[config.mk]
export PLATFORM = sky130hd
export DESIGN_NAME = path_glob_matcher_flat
export DESIGN_NICKNAME = d
export VERILOG_FILES = /design/src/rtl/pgm_pkg.sv /design/src/rtl/pgm_in_if.sv /design/src/rtl/pgm_out_if.sv /design/src/rtl/path_glob_matcher.sv /design/src/rtl/pgm_ctrl.sv /design/src/rtl/pgm_datapath.sv /design/src/flat_wrapper.sv
export SDC_FILE = /design/constraint.sdc
export NUM_CORES = 2
export LEC_CHECK = 0
export ABC_AREA = 1
export BUFFER_PORTS_ARGS = -buffer_cell sky130_fd_sc_hd__buf_2
export CAP_MARGIN = 20
export CORE_MARGIN = 2
export CORE_UTILIZATION = 49
export CTS_CLUSTER_SIZE = 25
export DETAILED_ROUTE_END_ITERATION = 10
export REMOVE_ABC_BUFFERS = 1
export SETUP_SLACK_MARGIN = 0.15
export SYNTH_ARGS = -nofsm -noshare
export SYNTH_HDL_FRONTEND = slang
export SYNTH_SLANG_ARGS = --single-unit
[constraint.sdc]
create_clock -name clk -period 34.1 [get_ports clk]
set_input_delay 3.41 -clock clk [delete_from_list [all_inputs] [get_ports clk]]
set_output_delay 3.41 -clock clk [all_outputs]
set_load 0.005 [all_outputs]
[src/rtl/pgm_pkg.sv]
// ----------------------------------------------------------------------------
// pgm_pkg
// Shared types and constants for the path glob matcher.
// ----------------------------------------------------------------------------
package pgm_pkg;

    localparam int MAX_PATTERN_TOKENS = 64;
    localparam int MAX_GLOB_LENGTH    = 4096;

    // byte counters saturate at the top of their range
    localparam int            COUNT_W   = 13;
    localparam logic [12:0]   COUNT_SAT = 13'd8191;

    localparam logic [7:0] CHAR_STAR  = 8'h2A;
    localparam logic [7:0] CHAR_ANY   = 8'h3F;
    localparam logic [7:0] CHAR_SLASH = 8'h2F;

    typedef enum logic [1:0] {
        MODE_CLEAR   = 2'd0,
        MODE_PATTERN = 2'd1,
        MODE_TEXT    = 2'd2,
        MODE_END     = 2'd3
    } mode_t;

    typedef enum logic [1:0] {
        KIND_LIT   = 2'd0,
        KIND_ANY   = 2'd1,
        KIND_STAR  = 2'd2,
        KIND_DSTAR = 2'd3
    } kind_t;

    typedef enum logic [1:0] {
        PEND_NONE  = 2'd0,
        PEND_STAR  = 2'd1,
        PEND_DSTAR = 2'd2
    } pend_t;

    // controller to datapath
    typedef struct packed {
        logic load;
        logic clear;
        logic pattern;
        logic flush;
        logic init;
        logic step;
        logic report;
    } cmd_t;

    // datapath to controller
    typedef struct packed {
        logic text_started;
        logic out_busy;
    } status_t;

endpackage

[src/rtl/pgm_in_if.sv]
// ----------------------------------------------------------------------------
// pgm_in_if
// Input channel: mode and data byte with valid/ready.
// ----------------------------------------------------------------------------
interface pgm_in_if;
    logic       valid;
    logic       ready;
    logic [1:0] mode;
    logic [7:0] data_byte;

    modport source (output valid, output mode, output data_byte, input ready);
    modport sink   (input valid, input mode, input data_byte, output ready);
endinterface

[src/rtl/pgm_out_if.sv]
// ----------------------------------------------------------------------------
// pgm_out_if
// Result channel: matched and overlong with valid/ready.
// ----------------------------------------------------------------------------
interface pgm_out_if;
    logic valid;
    logic ready;
    logic matched;
    logic overlong;

    modport source (output valid, output matched, output overlong, input ready);
    modport sink   (input valid, input matched, input overlong, output ready);
endinterface

[src/rtl/path_glob_matcher.sv]
// ----------------------------------------------------------------------------
// path_glob_matcher
// Glob matcher for paths with '?', '*' and '**' over a streamed text.
// ----------------------------------------------------------------------------
// order: a word executes in the cycle after acceptance, or after the pattern close
//   and column init steps when those run first (first text word, or end of text
//   with no text word); an end of text result is registered by its exec step
// pacing: no new word is taken until the sequencer is back in idle, and an
//   unaccepted result holds off the next word
// reset: asynchronous; clears control state and the match column, no clear pass
module path_glob_matcher #(
    parameter int MAX_PATTERN_TOKENS = pgm_pkg::MAX_PATTERN_TOKENS,
    parameter int MAX_GLOB_LENGTH    = pgm_pkg::MAX_GLOB_LENGTH
) (
    input  logic clk,
    input  logic rst_n,
    pgm_in_if.sink    item,
    pgm_out_if.source result
);

    pgm_pkg::cmd_t    cmd;
    pgm_pkg::status_t status;

    pgm_ctrl u_ctrl (
        .clk        (clk),
        .rst_n      (rst_n),
        .item_valid (item.valid),
        .item_mode  (item.mode),
        .item_ready (item.ready),
        .status     (status),
        .cmd        (cmd)
    );

    pgm_datapath #(
        .MAX_PATTERN_TOKENS (MAX_PATTERN_TOKENS),
        .MAX_GLOB_LENGTH    (MAX_GLOB_LENGTH)
    ) u_datapath (
        .clk          (clk),
        .rst_n        (rst_n),
        .data_byte    (item.data_byte),
        .cmd          (cmd),
        .status       (status),
        .result_valid (result.valid),
        .result_ready (result.ready),
        .matched      (result.matched),
        .overlong     (result.overlong)
    );

endmodule

[src/rtl/pgm_ctrl.sv]
// ----------------------------------------------------------------------------
// pgm_ctrl
// Sequencer: takes a word, inserts the text-start steps, issues commands.
// ----------------------------------------------------------------------------
module pgm_ctrl (
    input  logic             clk,
    input  logic             rst_n,
    input  logic             item_valid,
    input  logic [1:0]       item_mode,
    output logic             item_ready,
    input  pgm_pkg::status_t status,
    output pgm_pkg::cmd_t    cmd
);

    typedef enum logic [3:0] {
        S_IDLE  = 4'b0001,
        S_FLUSH = 4'b0010,
        S_INIT  = 4'b0100,
        S_EXEC  = 4'b1000
    } state_t;

    state_t          state_reg, state_next;
    pgm_pkg::mode_t  mode_reg, mode_next;
    logic            take;
    pgm_pkg::mode_t  in_mode;

    assign in_mode    = pgm_pkg::mode_t'(item_mode);
    assign item_ready = (state_reg == S_IDLE) && !status.out_busy;
    assign take       = item_valid && item_ready;

    always_comb
    begin
        state_next = state_reg;
        mode_next  = mode_reg;
        cmd        = '0;
        unique case (state_reg)
            S_IDLE:
            begin
                if (take)
                begin
                    mode_next = in_mode;
                    cmd.load  = 1'b1;
                    // first text word or end of text with no text: close the pattern first
                    if ((in_mode == pgm_pkg::MODE_TEXT || in_mode == pgm_pkg::MODE_END)
                        && !status.text_started)
                        state_next = S_FLUSH;
                    else
                        state_next = S_EXEC;
                end
            end
            S_FLUSH:
            begin
                cmd.flush  = 1'b1;
                state_next = S_INIT;
            end
            S_INIT:
            begin
                cmd.init   = 1'b1;
                state_next = S_EXEC;
            end
            S_EXEC:
            begin
                unique case (mode_reg)
                    pgm_pkg::MODE_CLEAR:   cmd.clear   = 1'b1;
                    pgm_pkg::MODE_PATTERN: cmd.pattern = 1'b1;
                    pgm_pkg::MODE_TEXT:    cmd.step    = 1'b1;
                    pgm_pkg::MODE_END:     cmd.report  = 1'b1;
                    default:               cmd.clear   = 1'b1;
                endcase
                state_next = S_IDLE;
            end
            default:
            begin
                state_next = S_IDLE;
            end
        endcase
    end

    always_ff @(posedge clk or negedge rst_n)
    begin
        if (!rst_n)
        begin
            state_reg <= S_IDLE;
            mode_reg  <= pgm_pkg::MODE_CLEAR;
        end
        else
        begin
            state_reg <= state_next;
            mode_reg  <= mode_next;
        end
    end

endmodule

[src/rtl/pgm_datapath.sv]
// ----------------------------------------------------------------------------
// pgm_datapath
// Token cells, match column, counters and the result register.
// ----------------------------------------------------------------------------
module pgm_datapath #(
    parameter int MAX_PATTERN_TOKENS = pgm_pkg::MAX_PATTERN_TOKENS,
    parameter int MAX_GLOB_LENGTH    = pgm_pkg::MAX_GLOB_LENGTH
) (
    input  logic             clk,
    input  logic             rst_n,
    input  logic [7:0]       data_byte,
    input  pgm_pkg::cmd_t    cmd,
    output pgm_pkg::status_t status,
    output logic             result_valid,
    input  logic             result_ready,
    output logic             matched,
    output logic             overlong
);

    localparam int N  = MAX_PATTERN_TOKENS;
    localparam int CW = $clog2(N + 1);
    localparam int SW = CW + 1;
    localparam int BW = pgm_pkg::COUNT_W;

    logic [7:0]           byte_reg;
    pgm_pkg::kind_t       kind_reg [N];
    logic [7:0]           char_reg [N];
    logic [N:0]           col_reg, col_next;
    pgm_pkg::pend_t       pend_reg, pend_next;
    logic [CW-1:0]        count_reg, count_next;
    logic [BW-1:0]        pcount_reg, pcount_next;
    logic [BW-1:0]        tcount_reg, tcount_next;
    logic                 started_reg, started_next;
    logic                 ovf_reg, ovf_next;
    logic                 out_valid_reg, matched_reg, overlong_reg;

    logic                 pat_en;
    logic                 e0_v, e1_v;
    pgm_pkg::kind_t       e0_k, e1_k;
    logic [7:0]           e0_c, e1_c;
    logic                 normal;
    logic [SW-1:0]        slot0, slot1;
    logic                 w0, w1;
    logic [N-1:0]         active;
    logic                 is_slash;

    assign pat_en   = cmd.pattern && !started_reg;
    assign is_slash = (byte_reg == pgm_pkg::CHAR_SLASH);

    // token emission: one pattern word can close a star and add a token
    always_comb
    begin
        e0_v      = 1'b0;
        e0_k      = pgm_pkg::KIND_LIT;
        e0_c      = '0;
        e1_v      = 1'b0;
        e1_k      = pgm_pkg::KIND_LIT;
        e1_c      = '0;
        normal    = 1'b1;
        pend_next = pend_reg;
        if (cmd.clear)
        begin
            pend_next = pgm_pkg::PEND_NONE;
        end
        else if (cmd.flush)
        begin
            e0_v      = (pend_reg != pgm_pkg::PEND_NONE);
            e0_k      = (pend_reg == pgm_pkg::PEND_DSTAR) ? pgm_pkg::KIND_DSTAR
                                                          : pgm_pkg::KIND_STAR;
            pend_next = pgm_pkg::PEND_NONE;
        end
        else if (pat_en)
        begin
            if (pend_reg == pgm_pkg::PEND_STAR)
            begin
                if (byte_reg == pgm_pkg::CHAR_STAR)
                begin
                    pend_next = pgm_pkg::PEND_DSTAR;
                    normal    = 1'b0;
                end
                else
                begin
                    e0_v      = 1'b1;
                    e0_k      = pgm_pkg::KIND_STAR;
                    pend_next = pgm_pkg::PEND_NONE;
                end
            end
            else if (pend_reg == pgm_pkg::PEND_DSTAR)
            begin
                e0_v      = 1'b1;
                e0_k      = pgm_pkg::KIND_DSTAR;
                pend_next = pgm_pkg::PEND_NONE;
                // double star swallows one slash
                if (is_slash)
                    normal = 1'b0;
            end
            if (normal)
            begin
                if (byte_reg == pgm_pkg::CHAR_STAR)
                begin
                    pend_next = pgm_pkg::PEND_STAR;
                end
                else if (e0_v)
                begin
                    e1_v = 1'b1;
                    e1_k = (byte_reg == pgm_pkg::CHAR_ANY) ? pgm_pkg::KIND_ANY
                                                           : pgm_pkg::KIND_LIT;
                    e1_c = byte_reg;
                end
                else
                begin
                    e0_v = 1'b1;
                    e0_k = (byte_reg == pgm_pkg::CHAR_ANY) ? pgm_pkg::KIND_ANY
                                                           : pgm_pkg::KIND_LIT;
                    e0_c = byte_reg;
                end
            end
        end
    end

    assign slot0 = SW'(count_reg);
    assign w0    = e0_v && (slot0 < SW'(N));
    assign slot1 = w0 ? slot0 + SW'(1) : slot0;
    assign w1    = e1_v && (slot1 < SW'(N));

    always_comb
    begin
        for (int t = 0; t < N; t++)
            active[t] = (CW'(t) < count_reg);
    end

    // match column: clear and report reset it; init and step ripple through the star tokens
    always_comb
    begin
        col_next = col_reg;
        if (cmd.clear || cmd.report)
        begin
            col_next    = '0;
            col_next[0] = 1'b1;
        end
        else if (cmd.init)
        begin
            col_next[0] = 1'b1;
            for (int t = 0; t < N; t++)
                col_next[t+1] = active[t] && col_next[t] && kind_reg[t][1];
        end
        else if (cmd.step)
        begin
            col_next[0] = 1'b0;
            for (int t = 0; t < N; t++)
            begin
                if (active[t])
                begin
                    unique case (kind_reg[t])
                        pgm_pkg::KIND_DSTAR:
                            col_next[t+1] = col_reg[t+1] || col_next[t];
                        pgm_pkg::KIND_STAR:
                            col_next[t+1] = col_reg[t+1] || (!is_slash && col_next[t]);
                        pgm_pkg::KIND_ANY:
                            col_next[t+1] = col_reg[t] && !is_slash;
                        default:
                            col_next[t+1] = col_reg[t] && (byte_reg == char_reg[t]);
                    endcase
                end
            end
        end
    end

    always_comb
    begin
        count_next   = count_reg;
        pcount_next  = pcount_reg;
        tcount_next  = tcount_reg;
        started_next = started_reg;
        ovf_next     = ovf_reg;
        if (cmd.clear)
        begin
            count_next   = '0;
            pcount_next  = '0;
            tcount_next  = '0;
            started_next = 1'b0;
            ovf_next     = 1'b0;
        end
        else
        begin
            count_next = CW'(slot1 + SW'(w1));
            if ((e0_v && !w0) || (e1_v && !w1))
                ovf_next = 1'b1;
            if (pat_en)
            begin
                if (pcount_reg >= BW'(MAX_GLOB_LENGTH))
                    ovf_next = 1'b1;
                if (pcount_reg < pgm_pkg::COUNT_SAT)
                    pcount_next = pcount_reg + BW'(1);
            end
            if (cmd.step)
            begin
                if (tcount_reg >= BW'(MAX_GLOB_LENGTH))
                    ovf_next = 1'b1;
                if (tcount_reg < pgm_pkg::COUNT_SAT)
                    tcount_next = tcount_reg + BW'(1);
            end
            if (cmd.init)
                started_next = 1'b1;
            if (cmd.report)
            begin
                started_next = 1'b0;
                tcount_next  = '0;
            end
        end
    end

    always_ff @(posedge clk or negedge rst_n)
    begin
        if (!rst_n)
        begin
            col_reg       <= (N+1)'(1);
            pend_reg      <= pgm_pkg::PEND_NONE;
            count_reg     <= '0;
            pcount_reg    <= '0;
            tcount_reg    <= '0;
            started_reg   <= 1'b0;
            ovf_reg       <= 1'b0;
            out_valid_reg <= 1'b0;
        end
        else
        begin
            col_reg     <= col_next;
            pend_reg    <= pend_next;
            count_reg   <= count_next;
            pcount_reg  <= pcount_next;
            tcount_reg  <= tcount_next;
            started_reg <= started_next;
            ovf_reg     <= ovf_next;
            if (cmd.report)
                out_valid_reg <= 1'b1;
            else if (result_ready)
                out_valid_reg <= 1'b0;
        end
    end

    always_ff @(posedge clk)
    begin
        if (cmd.load)
            byte_reg <= data_byte;
        if (cmd.report)
        begin
            matched_reg  <= !ovf_reg && col_reg[count_reg];
            overlong_reg <= ovf_reg;
        end
    end

    // token cells, each written when the emit slot lands on it
    for (genvar g = 0; g < N; g++)
    begin : g_cell
        always_ff @(posedge clk)
        begin
            if (w0 && slot0 == SW'(g))
            begin
                kind_reg[g] <= e0_k;
                char_reg[g] <= e0_c;
            end
            else if (w1 && slot1 == SW'(g))
            begin
                kind_reg[g] <= e1_k;
                char_reg[g] <= e1_c;
            end
        end
    end

    assign status.text_started = started_reg;
    assign status.out_busy     = out_valid_reg && !result_ready;
    assign result_valid        = out_valid_reg;
    assign matched             = matched_reg;
    assign overlong            = overlong_reg;

endmodule

[src/flat_wrapper.sv]
// flat-port wrapper written by rule: the top's interface ports become plain ports
module path_glob_matcher_flat 
#(
    parameter int MAX_PATTERN_TOKENS = pgm_pkg::MAX_PATTERN_TOKENS,
    parameter int MAX_GLOB_LENGTH    = pgm_pkg::MAX_GLOB_LENGTH
)
  (clk, rst_n, item_valid, item_mode, item_data_byte, item_ready, result_valid, result_matched, result_overlong, result_ready);
  pgm_in_if item_i ();
  pgm_out_if result_i ();
  input  logic clk;
  input  logic rst_n;
  input wire logic [$bits(item_i.valid)-1:0] item_valid;
  input wire logic [$bits(item_i.mode)-1:0] item_mode;
  input wire logic [$bits(item_i.data_byte)-1:0] item_data_byte;
  output wire logic [$bits(item_i.ready)-1:0] item_ready;
  output wire logic [$bits(result_i.valid)-1:0] result_valid;
  output wire logic [$bits(result_i.matched)-1:0] result_matched;
  output wire logic [$bits(result_i.overlong)-1:0] result_overlong;
  input wire logic [$bits(result_i.ready)-1:0] result_ready;
  assign item_i.valid = item_valid;
  assign item_i.mode = item_mode;
  assign item_i.data_byte = item_data_byte;
  assign item_ready = item_i.ready;
  assign result_valid = result_i.valid;
  assign result_matched = result_i.matched;
  assign result_overlong = result_i.overlong;
  assign result_i.ready = result_ready;
  path_glob_matcher #(.MAX_PATTERN_TOKENS(MAX_PATTERN_TOKENS), .MAX_GLOB_LENGTH(MAX_GLOB_LENGTH)) u_core (.clk(clk), .rst_n(rst_n), .item(item_i), .result(result_i));
endmodule
==> impl_results.md <==
* Outcome: complete, no violations
* Asr flop ratio synth at 14.4%
* Bufs and invs on worst path at 3
* Global-route wire length before repair at 225 mm
* I/O pins at 18
* Final setup vio count at 0
* Count of flip-flops with a built-in enable after synthesis at 649
* Fin crit period at 16.95 ns
* P_leak at 16.6 nW
* Synth Flop Type: edfxtp_1
* Placer Congestion at 1.05
* Part of the cycle the worst path needs at 49.7%
* CTS resizes at 0
* GRT Total Usage at 35.3%
* CP delay by family, top: simple AND/OR/NAND/NOR gates
* Worst hold path class: register to register
* DRC viols at 0
* Util after Layout at 54.4%
* Core Area at 84000 sq um
* Max IR drop VDD at 44.1 uV
* Worst path slowest cell: clkinv_2
* Final Hold Vio Count at 0
* Via count at 34900
* Detail Placement HPWL at 101 mm
* Sw Ratio at 33.4%
* Sw Pwr at 0.868 mW
* Fill cells at 7553
* CTS buffer count at 86
* Nets at 4553
* Port bufs at 17
* Vias in the first global route at 33000
* FF-to-FF path depth at 260
* Layout cells sized above 1 at 10.3%
* CP Launch Point: u_core.u_datapath.byte_reg[6]
* Die width at 296 microns
* Seq pwr share at 41.4%
* Setup Skew at 0.0390 ns
* CTS Root Cell: clkbuf_16
* Setup CP Type: register to register
* Post-place setup slack at 17.55 ns
* Mapped Cells at 4638
* Routed len/inst at 26.9 microns
* Hold slack at 0.499 ns
* Final ANT Viol Nets at 0
* Initial core utilization at 49.7%
* Initial antenna violation count at 8
* H-tree depth at 3
* Clock Tree Buf Depth at 3
* Setup_tns at 0 ns
* Slowest stage delay, CP at 0.46 ns
* Flip-flop and latch area at 22200 sq um
* Seq cells post-synth at 759
* Vias per cell at 6.09
* Die Span Y at 296 microns
* Reg2reg start: u_core.u_datapath.byte_reg[6]
* WP data required at 34.63 ns
* Pwr/cell area at 57.0 nW/um^2
* Top cell type's share of synthesized area at 46.7%
* Post-Syn Area at 41700 sq um
* Crit end category: register
* Worst Tran Pin Value at 1.22 ns
* Leading post-synthesis cells by cell area: edfxtp_1 (47%), o21ai_0 (9.4%), nand2_1 (8.1%)
* FF-to-FF setup slack at 17.15 ns
* Pins Over Slew Limit at 0
* Clock network fraction of total power at 34.9%
* Pin count of the biggest net entering global routing at 84
* Worst-path clk slew at 0.06 ns
* Worst Path Max Fanout at 36
* Cell taking the most area after synthesis: edfxtp_1
* DRT Pass-1 Iters at 6
* Cts hold-fix bufs at 0
* Internal power at 1.73 mW
* Synth-to-Final Area Change at 9.47%
* CP Depth at 260
* Avg Cell Area, Syn at 8.99 sq um
* Clk Latency, worst-skew pair at 0.67 ns
* Setup Fix Bufs, Post-CTS at 0
* Slew HR at 18.3%
* Multi-input logic area at 17000 sq um
* RSZ-0062 raised after global routing: false
* CTS tree: done
* Comb pwr share at 23.7%
* Worst Setup EP: u_core.u_datapath.col_reg[64]
* Sequential share of the synthesized area at 53.3%
* Library cells used by synthesis at 55
* Max cap viols at 0
* Top cell by count, worst path: nand2_1
* Synth warn at 0
* CTS sink count at 759
* CP Launch Type: register
* Die area at 87400 sq um
* Final worst setup slack at 17.15 ns
* Gr ovfl total at 0
* FP Rows at 106
* CP Data Arrival Time at 17.48 ns
* 1st-iter DRT viols at 4424
* DRT Wirelength at 154 mm
* Fmax at 59.0 MHz
* RR Endpoint: u_core.u_datapath.col_reg[64]
* Max reg flops at 512
## layout make-up
type                            count  share of cell area [%]
Antenna cell                        2                  0.0110
Clock buffer                      115                    5.02
Tap cell                         1134                    3.11
Timing Repair Buffer              124                    2.00
Multi-Input combinational cell   3202                    37.3
Sequential cell                   759                    48.7
Clock inverter                     40                   0.858
Inverter                          358                    2.97
## cell usage in the layout (no fill, tap or decap), types with 47 or more instances in the layout
| cell type | n |
|---|---|
| nor2_1 | 285 |
| or2_2 | 180 |
| nand2_1 | 886 |
| a21oi_1 | 155 |
| nand3_1 | 147 |
| buf_4 | 105 |
| a2111oi_0 | 47 |
| xnor2_1 | 278 |
| nor3_1 | 81 |
| nand4_1 | 85 |
| edfxtp_1 | 649 |
| inv_1 | 335 |
| o21ai_0 | 781 |
| clkbuf_16 | 86 |
| dfrtp_1 | 106 |
## kinds of logic (layout without fill, tap and decap cells)
kind of cell,after synthesis,in the layout,synth area share (%)
other,0,2,0
buffers and inverters,677,637,6.21
DFF,759,759,53.3
AOI/OAI and AO/OA,1113,1113,14.6
xor gates and xnor gates,318,318,6.68
and+or+nand+nor,1746,1746,18.5
muxes,17,17,0.408
adders and majority gates,8,8,0.240
## Yosys cell counts, types with 3 or more instances
cell / instances
a2111oi_0: 47
o21ai_0: 781
clkinv_1: 6
a21oi_1: 155
o31ai_1: 3
o41ai_1: 13
o2111ai_1: 14
nor2_1: 291
nor2_8: 3
nor4_1: 28
o221ai_1: 6
mux2i_1: 17
xor2_1: 40
buf_4: 3
xnor2_1: 278
inv_1: 336
a32oi_1: 3
ha_1: 8
buf_1: 34
a22oi_1: 4
buf_2: 6
nand2_1: 895
edfxtp_1: 649
or2_1: 8
dfrtp_1: 107
o22ai_1: 37
o211ai_1: 10
buf_6: 3
and2_1: 11
a41oi_1: 17
clkbuf_1: 273
a41o_1: 3
a211oi_1: 4
nand3_1: 153
nand4_1: 85
nor3_1: 84
or2_2: 180
inv_2: 14
a31oi_1: 8
## routing by layer
| layer | vias up | wire length (microns) | global-route usage (%) |
|---|---|---|---|
| li1 | 15700 | - | - |
| met1 | 16900 | 63800 | 50.0 |
| met2 | 1948 | 68200 | 54.1 |
| met3 | 393 | 15400 | 5.92 |
| met4 | 4 | 6550 | 14.3 |
| met5 | - | 18 | 0 |
## worst min path at each step
stage | from | end | slack [ns] | depth (start not counted)
detailed placement | u_core.u_datapath.tcount_reg[10] | u_core.u_datapath.tcount_reg[10] | 0.48 | 1
CTS | u_core.u_datapath.tcount_reg[10] | u_core.u_datapath.tcount_reg[10] | 0.50 | 1
floorplan | u_core.u_datapath.started_reg | u_core.u_ctrl.state_reg[1] | 0.43 | 1
finish | u_core.u_datapath.pcount_reg[3] | u_core.u_datapath.pcount_reg[3] | 0.50 | 1
global placement | u_core.u_datapath.pcount_reg[3] | u_core.u_datapath.pcount_reg[3] | 0.48 | 1
global route | u_core.u_datapath.tcount_reg[10] | u_core.u_datapath.tcount_reg[10] | 0.52 | 1
## power by group through the flow
stage | clock network (mW) | registers [mW] | logic, mW
finish | 0.908 | 1.08 | 0.615
global route | 0.945 | 1.08 | 0.664
CTS | 0.911 | 1.07 | 0.599
detailed placement | 0 | 1.09 | 0.597
global placement | 0 | 1.09 | 0.594
floorplan | 0 | 1.11 | 0.350
## through the flow
stage / instances / cell area [sq um] / total power, mW
3_5_place_dp: 5575 / 42900 / 1.69
4_1_cts: 5730 / 45600 / 2.59
2_1_floorplan: 4319 / 40500 / 1.46
3_3_place_gp: 5575 / 42900 / 1.69
6_report: 5734 / 45600 / 2.60
5_1_grt: 5732 / 45600 / 2.69
(Power assumes the default switching activity.)
